`src/hw/rtl/aalsme_pkg.sv`:
```
// ---------------------------------------------------------------------------
// aalsme_pkg
// Shared types and constants of the line strip miter expander.
// ---------------------------------------------------------------------------
package aalsme_pkg;

  localparam int UNIT_Q14       = 16384;
  localparam int MITER_CLAMP    = 65536;
  localparam int ROUND_SHIFT    = 37;
  localparam int RECIP_NUM_BIT  = 43;
  localparam int NORM_SHIFT     = 28;
  localparam int MUL_STEPS      = 32;
  localparam int DIV_STEPS      = 64;
  localparam int SQRT_STEPS     = 32;
  localparam logic [31:0] COLOR_RGB_MASK = 32'h00FF_FFFF;

  localparam logic [3:0] CFG_SCALE_X   = 4'd0;
  localparam logic [3:0] CFG_SCALE_Y   = 4'd1;
  localparam logic [3:0] CFG_THICKNESS = 4'd2;
  localparam logic [3:0] CFG_SOFTNESS  = 4'd3;

  typedef enum logic [1:0] {
    OP_MUL,
    OP_DIV,
    OP_SQRT
  } iter_op_t;

  typedef struct packed {
    logic     start;
    iter_op_t op;
  } iter_cmd_t;

  typedef struct packed {
    logic busy;
    logic done;
  } iter_stat_t;

  typedef enum logic [1:0] {
    S_IDLE,
    S_ISSUE,
    S_WAIT,
    S_EMIT
  } seq_state_t;

  typedef enum logic [3:0] {
    P_SQA,
    P_SQB,
    P_ROOT,
    P_DIVA,
    P_DIVB,
    P_DOTX,
    P_DOTY,
    P_RECIP,
    P_TIN,
    P_TOUT,
    P_UX,
    P_UY,
    P_IX,
    P_IY,
    P_OX,
    P_OY
  } step_t;

endpackage

```
`src/hw/rtl/aalsme_iter.sv`:
```
// ---------------------------------------------------------------------------
// aalsme_iter
// Shared iterative unit: shift-add multiply, restoring divide, square root.
// ---------------------------------------------------------------------------
module aalsme_iter
  import aalsme_pkg::*;
(
  input  logic        clk,
  input  logic        rst,
  input  iter_cmd_t   cmd,
  input  logic [63:0] a,
  input  logic [63:0] b,
  output iter_stat_t  stat,
  output logic [63:0] result
);

  iter_op_t    op;
  logic [63:0] acc, opa, opb;
  logic [64:0] rem;
  logic [5:0]  cnt;
  logic        busy, done;

  logic [63:0] acc_next, opa_next, opb_next;
  logic [64:0] rem_next;
  logic [64:0] rem_sh;
  logic [63:0] sq_trial;

  always_comb begin
    acc_next = acc;
    opa_next = opa;
    opb_next = opb;
    rem_next = rem;
    rem_sh   = {rem[63:0], opa[63]};
    sq_trial = acc + opb;
    case (op)
      OP_MUL: begin
        if (opb[0]) begin
          acc_next = acc + opa;
        end
        opa_next = opa << 1;
        opb_next = opb >> 1;
      end
      OP_DIV: begin
        opa_next = opa << 1;
        if (rem_sh >= {1'b0, opb}) begin
          rem_next = rem_sh - {1'b0, opb};
          acc_next = {acc[62:0], 1'b1};
        end else begin
          rem_next = rem_sh;
          acc_next = {acc[62:0], 1'b0};
        end
      end
      OP_SQRT: begin
        if (opa >= sq_trial) begin
          opa_next = opa - sq_trial;
          acc_next = (acc >> 1) + opb;
        end else begin
          acc_next = acc >> 1;
        end
        opb_next = opb >> 2;
      end
      default: begin
      end
    endcase
  end

  always_ff @(posedge clk) begin
    if (rst) begin
      busy <= 1'b0;
      done <= 1'b0;
    end else begin
      done <= 1'b0;
      if (cmd.start) begin
        busy <= 1'b1;
        op   <= cmd.op;
        acc  <= '0;
        rem  <= '0;
        opa  <= a;
        case (cmd.op)
          OP_MUL: begin
            opb <= b;
            cnt <= 6'(MUL_STEPS - 1);
          end
          OP_DIV: begin
            opb <= b;
            cnt <= 6'(DIV_STEPS - 1);
          end
          default: begin
            opb <= 64'd1 << 62;
            cnt <= 6'(SQRT_STEPS - 1);
          end
        endcase
      end else if (busy) begin
        acc <= acc_next;
        opa <= opa_next;
        opb <= opb_next;
        rem <= rem_next;
        cnt <= cnt - 6'd1;
        if (cnt == 6'd0) begin
          busy <= 1'b0;
          done <= 1'b1;
        end
      end
    end
  end

  assign stat.busy = busy;
  assign stat.done = done;
  assign result    = acc;

endmodule

```
`src/hw/rtl/aa_line_strip_miter_expander_unit.sv`:
```
// ---------------------------------------------------------------------------
// aa_line_strip_miter_expander_unit
// Extrudes line strip vertices into four miter-joined vertices each.
// ---------------------------------------------------------------------------
//
// Channel   Dir  Handshake                    Payload
// s_axis    in   s_axis_tvalid/s_axis_tready  tdata x,y,color; tlast end_of_strip
// m_axis    out  m_axis_tvalid/m_axis_tready  tdata x,y,color,vertex_number;
//                                             tuser slot; tlast last_result
// cfg       in   cfg_valid/cfg_ready          cfg_index, cfg_data
//
// All arithmetic runs on one shared iterative unit that retires one bit per
// cycle, with a hand-off after each operation. A vertex that closes a
// segment is computed before four words leave, and a vertex that ends a
// strip is computed once more for the closing vertex; the first vertex of a
// strip is only held. Reset is synchronous and returns the sequencer, strip
// state and configuration registers to their defaults. The input is not ready
// while a vertex is computed or its words are waiting, and a stalled output
// word simply holds.
// ---------------------------------------------------------------------------
module aa_line_strip_miter_expander_unit
  import aalsme_pkg::*;
(
  input  logic        clk,
  input  logic        rst,
  input  logic        s_axis_tvalid,
  output logic        s_axis_tready,
  input  logic [63:0] s_axis_tdata,   // x_in[15:0], y_in[31:16], color_in[63:32]
  input  logic        s_axis_tlast,   // end_of_strip
  output logic        m_axis_tvalid,
  input  logic        m_axis_tready,
  output logic [79:0] m_axis_tdata,   // x_out, y_out, color_out, vertex_number
  output logic [1:0]  m_axis_tuser,   // slot
  output logic        m_axis_tlast,   // last_result
  input  logic        cfg_valid,
  output logic        cfg_ready,
  input  logic [3:0]  cfg_index,
  input  logic [15:0] cfg_data
);

  // Configuration registers.
  logic [15:0] scale_x, scale_y;
  logic [11:0] line_thickness, edge_softness;

  // Sequencer.
  seq_state_t state, state_next;
  step_t      pc;
  logic       phase_vtx;   // normalizing the miter sum rather than the segment
  logic       second;      // emitting the closing vertex of a strip
  logic [1:0] slot_j;

  // Strip state.
  logic               have_held, first_seg;
  logic [15:0]        count;
  logic signed [15:0] held_x, held_y;
  logic [31:0]        held_color;
  logic signed [15:0] new_x, new_y;
  logic [31:0]        new_color;
  logic               new_end;
  logic signed [15:0] before_x, before_y;

  // Working registers.
  logic signed [17:0] va, vb;
  logic [33:0]        sq;
  logic [31:0]        len;
  logic signed [15:0] ua;
  logic signed [15:0] nx, ny, mx, my;
  logic signed [31:0] dot;
  logic signed [17:0] ml;
  logic [29:0]        tin, tout;
  logic [30:0]        ux, uy;
  logic signed [24:0] ix, iy, ox, oy;

  // Shared unit.
  iter_cmd_t   cmd;
  iter_stat_t  stat;
  logic [63:0] op_a, op_b, res;

  aalsme_iter u_iter (
    .clk    (clk),
    .rst    (rst),
    .cmd    (cmd),
    .a      (op_a),
    .b      (op_b),
    .stat   (stat),
    .result (res)
  );

  logic in_acc, out_acc;
  assign in_acc  = s_axis_tvalid && s_axis_tready;
  assign out_acc = m_axis_tvalid && m_axis_tready;

  // Magnitudes feeding the unit.
  logic [16:0]        va_mag, vb_mag, ml_mag;
  logic [15:0]        mx_mag, my_mag, nx_mag, ny_mag;
  logic [31:0]        dot_mag;
  logic signed [12:0] hin;
  logic [12:0]        hout;
  logic [11:0]        hin_mag;

  assign va_mag  = va[17] ? 17'(-va) : va[16:0];
  assign vb_mag  = vb[17] ? 17'(-vb) : vb[16:0];
  assign ml_mag  = ml[17] ? 17'(-ml) : ml[16:0];
  assign mx_mag  = mx[15] ? 16'(-mx) : mx;
  assign my_mag  = my[15] ? 16'(-my) : my;
  assign nx_mag  = nx[15] ? 16'(-nx) : nx;
  assign ny_mag  = ny[15] ? 16'(-ny) : ny;
  assign dot_mag = dot[31] ? 32'(-dot) : dot;
  assign hin     = $signed({1'b0, line_thickness}) - $signed({1'b0, edge_softness});
  assign hout    = {1'b0, line_thickness} + {1'b0, edge_softness};
  assign hin_mag = hin[12] ? 12'(-hin) : hin[11:0];

  // Command and operand selection for the current step.
  always_comb begin
    cmd.start = (state == S_ISSUE);
    cmd.op    = OP_MUL;
    op_a      = '0;
    op_b      = '0;
    case (pc)
      P_SQA: begin
        op_a = 64'(va_mag);
        op_b = 64'(va_mag);
      end
      P_SQB: begin
        op_a = 64'(vb_mag);
        op_b = 64'(vb_mag);
      end
      P_ROOT: begin
        cmd.op = OP_SQRT;
        op_a   = 64'(sq) << NORM_SHIFT;
      end
      P_DIVA: begin
        cmd.op = OP_DIV;
        op_a   = (64'(va_mag) << (NORM_SHIFT + 1)) + 64'(len);
        op_b   = 64'(len) << 1;
      end
      P_DIVB: begin
        cmd.op = OP_DIV;
        op_a   = (64'(vb_mag) << (NORM_SHIFT + 1)) + 64'(len);
        op_b   = 64'(len) << 1;
      end
      P_DOTX: begin
        op_a = 64'(mx_mag);
        op_b = 64'(nx_mag);
      end
      P_DOTY: begin
        op_a = 64'(my_mag);
        op_b = 64'(ny_mag);
      end
      P_RECIP: begin
        cmd.op = OP_DIV;
        op_a   = (64'd1 << RECIP_NUM_BIT) + 64'(dot_mag);
        op_b   = 64'(dot_mag) << 1;
      end
      P_TIN: begin
        op_a = 64'(hin_mag);
        op_b = 64'(ml_mag);
      end
      P_TOUT: begin
        op_a = 64'(hout);
        op_b = 64'(ml_mag);
      end
      P_UX: begin
        op_a = 64'(mx_mag);
        op_b = 64'(scale_x);
      end
      P_UY: begin
        op_a = 64'(my_mag);
        op_b = 64'(scale_y);
      end
      P_IX: begin
        op_a = 64'(ux);
        op_b = 64'(tin);
      end
      P_IY: begin
        op_a = 64'(uy);
        op_b = 64'(tin);
      end
      P_OX: begin
        op_a = 64'(ux);
        op_b = 64'(tout);
      end
      P_OY: begin
        op_a = 64'(uy);
        op_b = 64'(tout);
      end
      default: begin
      end
    endcase
  end

  // Result shaping for the captures.
  logic               vec_zero;
  logic [14:0]        q_unit;
  logic signed [15:0] q_signed_a, q_signed_b;
  logic signed [15:0] n_new_x, n_new_y, pn_x, pn_y;
  logic [16:0]        q_miter;
  logic signed [31:0] dmag, dterm;
  logic [63:0]        rnd;
  logic [23:0]        off_mag;
  logic signed [24:0] off_pos;
  logic               off_neg;

  always_comb begin
    vec_zero   = (va == '0) && (vb == '0);
    q_unit     = (res > 64'(UNIT_Q14)) ? 15'(UNIT_Q14) : res[14:0];
    q_signed_a = vec_zero ? 16'sd0
               : (va[17] ? -$signed({1'b0, q_unit}) : $signed({1'b0, q_unit}));
    q_signed_b = vec_zero ? 16'sd0
               : (vb[17] ? -$signed({1'b0, q_unit}) : $signed({1'b0, q_unit}));
    // Segment normal is the unit delta rotated a quarter turn.
    n_new_x    = q_signed_b;
    n_new_y    = -ua;
    pn_x       = first_seg ? n_new_x : before_x;
    pn_y       = first_seg ? n_new_y : before_y;
    q_miter    = (res > 64'(MITER_CLAMP)) ? 17'(MITER_CLAMP) : res[16:0];
    dmag       = $signed({3'b0, res[28:0]});
    dterm      = (pc == P_DOTX) ? ((mx[15] ^ nx[15]) ? -dmag : dmag)
                                : ((my[15] ^ ny[15]) ? -dmag : dmag);
    rnd        = res + (64'd1 << (ROUND_SHIFT - 1));
    off_mag    = rnd[ROUND_SHIFT +: 24];
    off_pos    = $signed({1'b0, off_mag});
    case (pc)
      P_IX:    off_neg = mx[15] ^ hin[12] ^ ml[17];
      P_IY:    off_neg = my[15] ^ hin[12] ^ ml[17];
      P_OX:    off_neg = mx[15] ^ ml[17];
      default: off_neg = my[15] ^ ml[17];
    endcase
  end

  // Next state.
  always_comb begin
    state_next = state;
    case (state)
      S_IDLE: begin
        if (in_acc && have_held) begin
          state_next = S_ISSUE;
        end
      end
      S_ISSUE: state_next = S_WAIT;
      S_WAIT: begin
        if (stat.done) begin
          state_next = (pc == P_OY) ? S_EMIT : S_ISSUE;
        end
      end
      S_EMIT: begin
        if (out_acc && (slot_j == 2'd3)) begin
          state_next = (!second && new_end) ? S_ISSUE : S_IDLE;
        end
      end
      default: state_next = S_IDLE;
    endcase
  end

  // Handshake outputs.
  always_comb begin
    s_axis_tready = (state == S_IDLE);
    m_axis_tvalid = (state == S_EMIT);
    cfg_ready     = 1'b1;
  end

  always_ff @(posedge clk) begin
    if (rst) begin
      state          <= S_IDLE;
      have_held      <= 1'b0;
      first_seg      <= 1'b1;
      count          <= '0;
      second         <= 1'b0;
      slot_j         <= '0;
      phase_vtx      <= 1'b0;
      pc             <= P_SQA;
      held_x         <= '0;
      held_y         <= '0;
      held_color     <= '0;
      before_x       <= '0;
      before_y       <= '0;
      scale_x        <= 16'd64;
      scale_y        <= 16'd64;
      line_thickness <= 12'd32;
      edge_softness  <= 12'd16;
    end else begin
      state <= state_next;

      if (cfg_valid && cfg_ready) begin
        case (cfg_index)
          CFG_SCALE_X:   scale_x        <= cfg_data;
          CFG_SCALE_Y:   scale_y        <= cfg_data;
          CFG_THICKNESS: line_thickness <= cfg_data[11:0];
          CFG_SOFTNESS:  edge_softness  <= cfg_data[11:0];
          default: begin
          end
        endcase
      end

      if (state == S_IDLE && in_acc) begin
        if (!have_held) begin
          // First vertex of a strip only gets held.
          held_x     <= $signed(s_axis_tdata[15:0]);
          held_y     <= $signed(s_axis_tdata[31:16]);
          held_color <= s_axis_tdata[63:32];
          have_held  <= !s_axis_tlast;
          first_seg  <= 1'b1;
          count      <= '0;
        end else begin
          new_x     <= $signed(s_axis_tdata[15:0]);
          new_y     <= $signed(s_axis_tdata[31:16]);
          new_color <= s_axis_tdata[63:32];
          new_end   <= s_axis_tlast;
          va        <= 18'($signed(s_axis_tdata[15:0])) - 18'(held_x);
          vb        <= 18'($signed(s_axis_tdata[31:16])) - 18'(held_y);
          pc        <= P_SQA;
          phase_vtx <= 1'b0;
          second    <= 1'b0;
        end
      end

      if (state == S_WAIT && stat.done) begin
        // The segment normal loops back to normalize the miter sum.
        if (pc != P_OY && !(pc == P_DIVB && !phase_vtx)) begin
          pc <= step_t'(pc + 4'd1);
        end
        case (pc)
          P_SQA:  sq  <= res[33:0];
          P_SQB:  sq  <= sq + res[33:0];
          P_ROOT: len <= res[31:0];
          P_DIVA: ua  <= q_signed_a;
          P_DIVB: begin
            if (!phase_vtx) begin
              nx        <= n_new_x;
              ny        <= n_new_y;
              va        <= 18'(pn_x) + 18'(n_new_x);
              vb        <= 18'(pn_y) + 18'(n_new_y);
              phase_vtx <= 1'b1;
              pc        <= P_SQA;
            end else begin
              mx <= ua;
              my <= q_signed_b;
            end
          end
          P_DOTX: dot <= dterm;
          P_DOTY: dot <= dot + dterm;
          P_RECIP: begin
            if (dot == '0) begin
              ml <= '0;
            end else begin
              ml <= dot[31] ? -$signed({1'b0, q_miter}) : $signed({1'b0, q_miter});
            end
          end
          P_TIN:  tin  <= res[29:0];
          P_TOUT: tout <= res[29:0];
          P_UX:   ux   <= res[30:0];
          P_UY:   uy   <= res[30:0];
          P_IX:   ix   <= off_neg ? -off_pos : off_pos;
          P_IY:   iy   <= off_neg ? -off_pos : off_pos;
          P_OX:   ox   <= off_neg ? -off_pos : off_pos;
          default: oy  <= off_neg ? -off_pos : off_pos;
        endcase
      end

      if (state == S_EMIT && out_acc) begin
        slot_j <= slot_j + 2'd1;
        // The count restarts once the closing vertex of a strip has left.
        count  <= (second && (slot_j == 2'd3)) ? 16'd0 : count + 16'd1;
        if (slot_j == 2'd3) begin
          if (!second) begin
            before_x   <= nx;
            before_y   <= ny;
            first_seg  <= 1'b0;
            held_x     <= new_x;
            held_y     <= new_y;
            held_color <= new_color;
            if (new_end) begin
              // Closing vertex: both normals are the last segment's.
              second <= 1'b1;
              va     <= 18'(nx) + 18'(nx);
              vb     <= 18'(ny) + 18'(ny);
              pc     <= P_SQA;
            end
          end else begin
            have_held <= 1'b0;
            first_seg <= 1'b1;
            second    <= 1'b0;
          end
        end
      end
    end
  end

  // Output word from the held position and the four offsets.
  logic               outer;
  logic signed [24:0] dx, dy;
  logic signed [25:0] sum_x, sum_y;
  logic signed [15:0] x_out, y_out;

  always_comb begin
    outer = (slot_j == 2'd0) || (slot_j == 2'd3);
    dx    = outer ? ox : ix;
    dy    = outer ? oy : iy;
    if (!slot_j[1]) begin
      dx = -dx;
      dy = -dy;
    end
    sum_x = 26'(held_x) + 26'(dx);
    sum_y = 26'(held_y) + 26'(dy);
    if (sum_x > 26'sd32767) begin
      x_out = 16'sd32767;
    end else if (sum_x < -26'sd32768) begin
      x_out = -16'sd32768;
    end else begin
      x_out = sum_x[15:0];
    end
    if (sum_y > 26'sd32767) begin
      y_out = 16'sd32767;
    end else if (sum_y < -26'sd32768) begin
      y_out = -16'sd32768;
    end else begin
      y_out = sum_y[15:0];
    end
    m_axis_tdata = {count, (outer ? (held_color & COLOR_RGB_MASK) : held_color),
                    y_out, x_out};
    m_axis_tuser = slot_j;
    m_axis_tlast = second && (slot_j == 2'd3);
  end

endmodule
```
`config.mk`:
```
export PLATFORM = sky130hd
export DESIGN_NAME = aa_line_strip_miter_expander_unit
export DESIGN_NICKNAME = d
export VERILOG_FILES = /design/src/hw/rtl/aalsme_pkg.sv /design/src/hw/rtl/aalsme_iter.sv /design/src/hw/rtl/aa_line_strip_miter_expander_unit.sv
export SDC_FILE = /design/constraint.sdc
export NUM_CORES = 2
export LEC_CHECK = 0
export BUFFER_PORTS_ARGS = -buffer_cell sky130_fd_sc_hd__buf_2
export CAP_MARGIN = 20
export CORE_MARGIN = 2
export CORE_UTILIZATION = 55
export CTS_BUF_LIST = sky130_fd_sc_hd__clkbuf_8
export DETAILED_ROUTE_END_ITERATION = 8
export PLACE_DENSITY = 0.82
export SYNTH_ARGS = -nofsm -noshare
export SYNTH_HDL_FRONTEND = slang
export SYNTH_SLANG_ARGS = --single-unit
```
`constraint.sdc`:
```
create_clock -name clk -period 13.33 [get_ports clk]
set_input_delay 1.333 -clock clk [delete_from_list [all_inputs] [get_ports clk]]
set_output_delay 1.333 -clock clk [all_outputs]
set_load 0.03 [all_outputs]
```
==> impl_metrics.yaml <==
placement:
  post-place-ws_ps: 4247
  io_buffer_count: 174
  gp_congestion: 1.056
  dp_hpwl_um: 204700
  dp_cells: 10242
timing:
  tightestPinTransition_ps: 1252
  setup_ws_ps: 3289
  period_share_pct: 75.33
  rsz0062_at_grt: "no"
  hold_viol: 0
  finalSetupViolCount: 0
  finalClockSkew_ps: 61.34
  min_period_ps: 10040
  fin_setup_tns_ps: 0
  slew_viol_final: 0
  max_freq_ghz: 0.09959
  max_slew_margin_pct: 15.66
clock_network:
  clk_pin_slew_worst_paths_ps: 60
  cts_buffers: 170
  cts_tree: "yes"
  postCtsSetupRepairBufs: 0
  clock_latency_ps: 960
  cts_hold_repair.buffers: 0
  root_buffer: "clkbuf_8"
  ctsResizeCount: 0
  clock-sinks: 964
  htree_levels: 4
  cts_buffer_depth: 3
final_layout:
  final_cell_mix: "nand2_1 (790), edfxtp_1 (782), a21oi_1 (769), nor2_1 (763), o21ai_0 (594)"
  final_common_cell: "nand2_1"
  layout.nets: 9278
  final_cells: 10571
  drive_gt1_share_pct: 7.849
  area.growth.synth_to_final_pct: 7.754
drt:
  ant_nets: 0
  vias: 70754
  wl_um: 274700
  via_per_inst: 6.693
  highest_layer: "met5"
  dr.pass1.iters: 9
  met1_length_um: 107600
  drcViolationCount: 0
  met2WireLength_um: 117900
  wire_per_inst_um: 25.99
  met3_length_um: 33830
  drtIter0Drc: 9830
min_path:
  hp-start: "before_y[3]"
  hp-class: "flop to flop"
floorplanning:
  start_util_pct: 55.38
  fp.dieW_um: 375.8
  die_y_um: 375.8
  core_area_um2: 137300
  rows: 136
  ios: 176
  dieArea_um2: 141300
critical_path:
  critPathMaxStageDelay_ps: 990
  cp.arrival_ps: 8710
  cp.buffers_inverters: 2
  slowest_stage: "dfxtp_2"
  critPathKind: "flop to output pin"
  end_kind: "output pin"
  critical_path.cell_chain: "ha_4, buf_4, mux2i_1, ha_1, nand3_1, nor3_1, and3_1, nor2_1, xnor2_1, ha_1, nand2_1, or4_1, nor2_1, and3_1, nor3_1, a21oi_1, a221oi_1, a21boi_0, nand4_1, or4_1, o21ai_1, a31o_2, buf_2"
  worstReg2RegStart: "u_iter.result[1]"
  cp_max_fo: 55
  startpoint: "m_axis_tuser[1]"
  cp_top_family: "simple AND/OR/NAND/NOR gates"
  critPathLaunchType: "flop"
  critPathRequiredTime_ps: 12000
power:
  power.share.combinational_pct: 17.7
  internal_power_uw: 5167
  powerDensity_nw_per_um2: 91.39
  p_total_uw: 7489
  p_sw_uw: 2322
  vdd_drop_max_uv: 94.19
  swShare_pct: 31.01
  sequentialPowerShare_pct: 45.1
  p_leak_uw: 0.03242
  clkPwrFrac_pct: 37.1
synthesis:
  synth_flop_cell: "edfxtp_1"
  synth-edff-count: 782
  seq_area_frac_synth_pct: 35.67
  synth_cell_types: 85
  syn_avg_cell_area_um2: 8.824
  synth_area_um2: 76050
  syn-instance-count: 8618
  synthArstFlopShare_pct: 0
  ys_ff_latch: 964
  syn_nets: 9274
  yosysWarnings: 0
global_routing:
  track_usage_pct: 37.48
  grt_pass1_wl_um: 405000
  grt_pass1_vias: 65958
  antenna_found_initial: 25
  overflow: 0
  grt_max_degree: 83
flow_run:
  maxCapViolations: 0
outcome:
  status: "finished clean"
cell families (layout without fill, tap and decap cells):
group | Yosys count | count (layout) | synth area share, %
AOI/OAI and AO/OA | 2694 | 2694 | 22.48
and+or+nand+nor | 2517 | 2517 | 15.28
DFF | 964 | 964 | 35.67
buffers and inverters | 801 | 948 | 4.103
xor gates and xnor gates | 739 | 739 | 8.511
adders and majority gates | 567 | 567 | 9.484
muxes | 335 | 335 | 4.469
other | 1 | 13 | 0.004931
cells in the mapped netlist, types with 53 or more instances:
master      n  area (µm²)
nand2_1   793        2977
edfxtp_1  782       23480
nor2_1    781        2932
a21oi_1   774        3874
o21ai_0   594        2973
ha_1      550        6882
xnor2_1   407        3565
clkbuf_1  395        1483
xor2_1    332        2908
inv_1     319        1197
mux2i_1   299        2993
a21o_1    259        1944
dfxtp_1   182        3643
nor3_1    161       805.8
a211oi_1  160        1201
nand3_1   133       665.6
nand4_1   109       681.9
a31oi_1    95       594.3
nand2b_1   95       594.3
a22oi_1    86       645.6
o31ai_1    86       645.6
o21bai_1   82       615.6
and3_1     75       469.2
a221oi_1   72       630.6
o22ai_1    72       450.4
nor2b_1    70       437.9
or3_1      64       400.4
and2_1     62       387.9
o21a_1     59       442.9
o211ai_1   53       397.9
worst min-delay path, cell delays in order, from the launching register on:
cell and delay [ps]:
dfxtp_1 310, nand2_1 50, a21oi_1 50
power groups by stage:
stage          Sequential, µW  Clock, µW  Combinational (µW)
2_1_floorplan            3410          0                 915
4_1_cts                  3370       2790                1290
5_1_grt                  3380       2910                1420
3_3_place_gp             3440          0                1250
6_report                 3380       2780                1330
3_5_place_dp             3440          0                1280
layout make-up:
type / count / area, µm²
diodes: 12 / 30.03
clock buffers: 179 / 2464
clock inverters: 136 / 860.8
fillers: 11788 / 55380
inverters: 321 / 1205
multi-input cells: 6853 / 46090
flip-flops and latches: 964 / 27130
well taps: 1794 / 2245
repair buffers: 312 / 1923
path summary, 6_finish.rpt:
kind	to	slack [ps]	depth (start not counted)
setup reg to reg	dot[31]	4970	21
hold reg to reg	before_y[3]	460	2
hold / removal	before_y[3]	460	2
setup / recovery	m_axis_tdata[10]	3290	23
state kept, by name, summed over array words and instances, names as in the netlist, 25 cells and up:
name	cells
iy	25
tout	30
u_iter.opa	64
u_iter.opb	63
sq	34
held_color	32
ix	25
new_color	32
ox	25
dot	32
oy	25
u_iter.rem	64
uy	31
u_iter.result	64
tin	30
ux	31
len	32
stage by stage:
step                      cell area (µm²)  util [%]  hold WS (ps)
after floorplan                     76050         -         433.8
after global placement              78550     57.20         439.4
after detailed placement            78580     57.22         446.7
after CTS                           81900     59.64         455.0
after global routing                81930     59.66         470.9
final                               81940     59.67         455.9
routing by layer:
metal,vias to the layer above,global-route usage (%)
met1,33590,49.52
met4,22,18.76
met5,-,0
met2,4368,56.90
met3,832,9.561
li1,31942,-
Power figures use the tool's default switching activity.
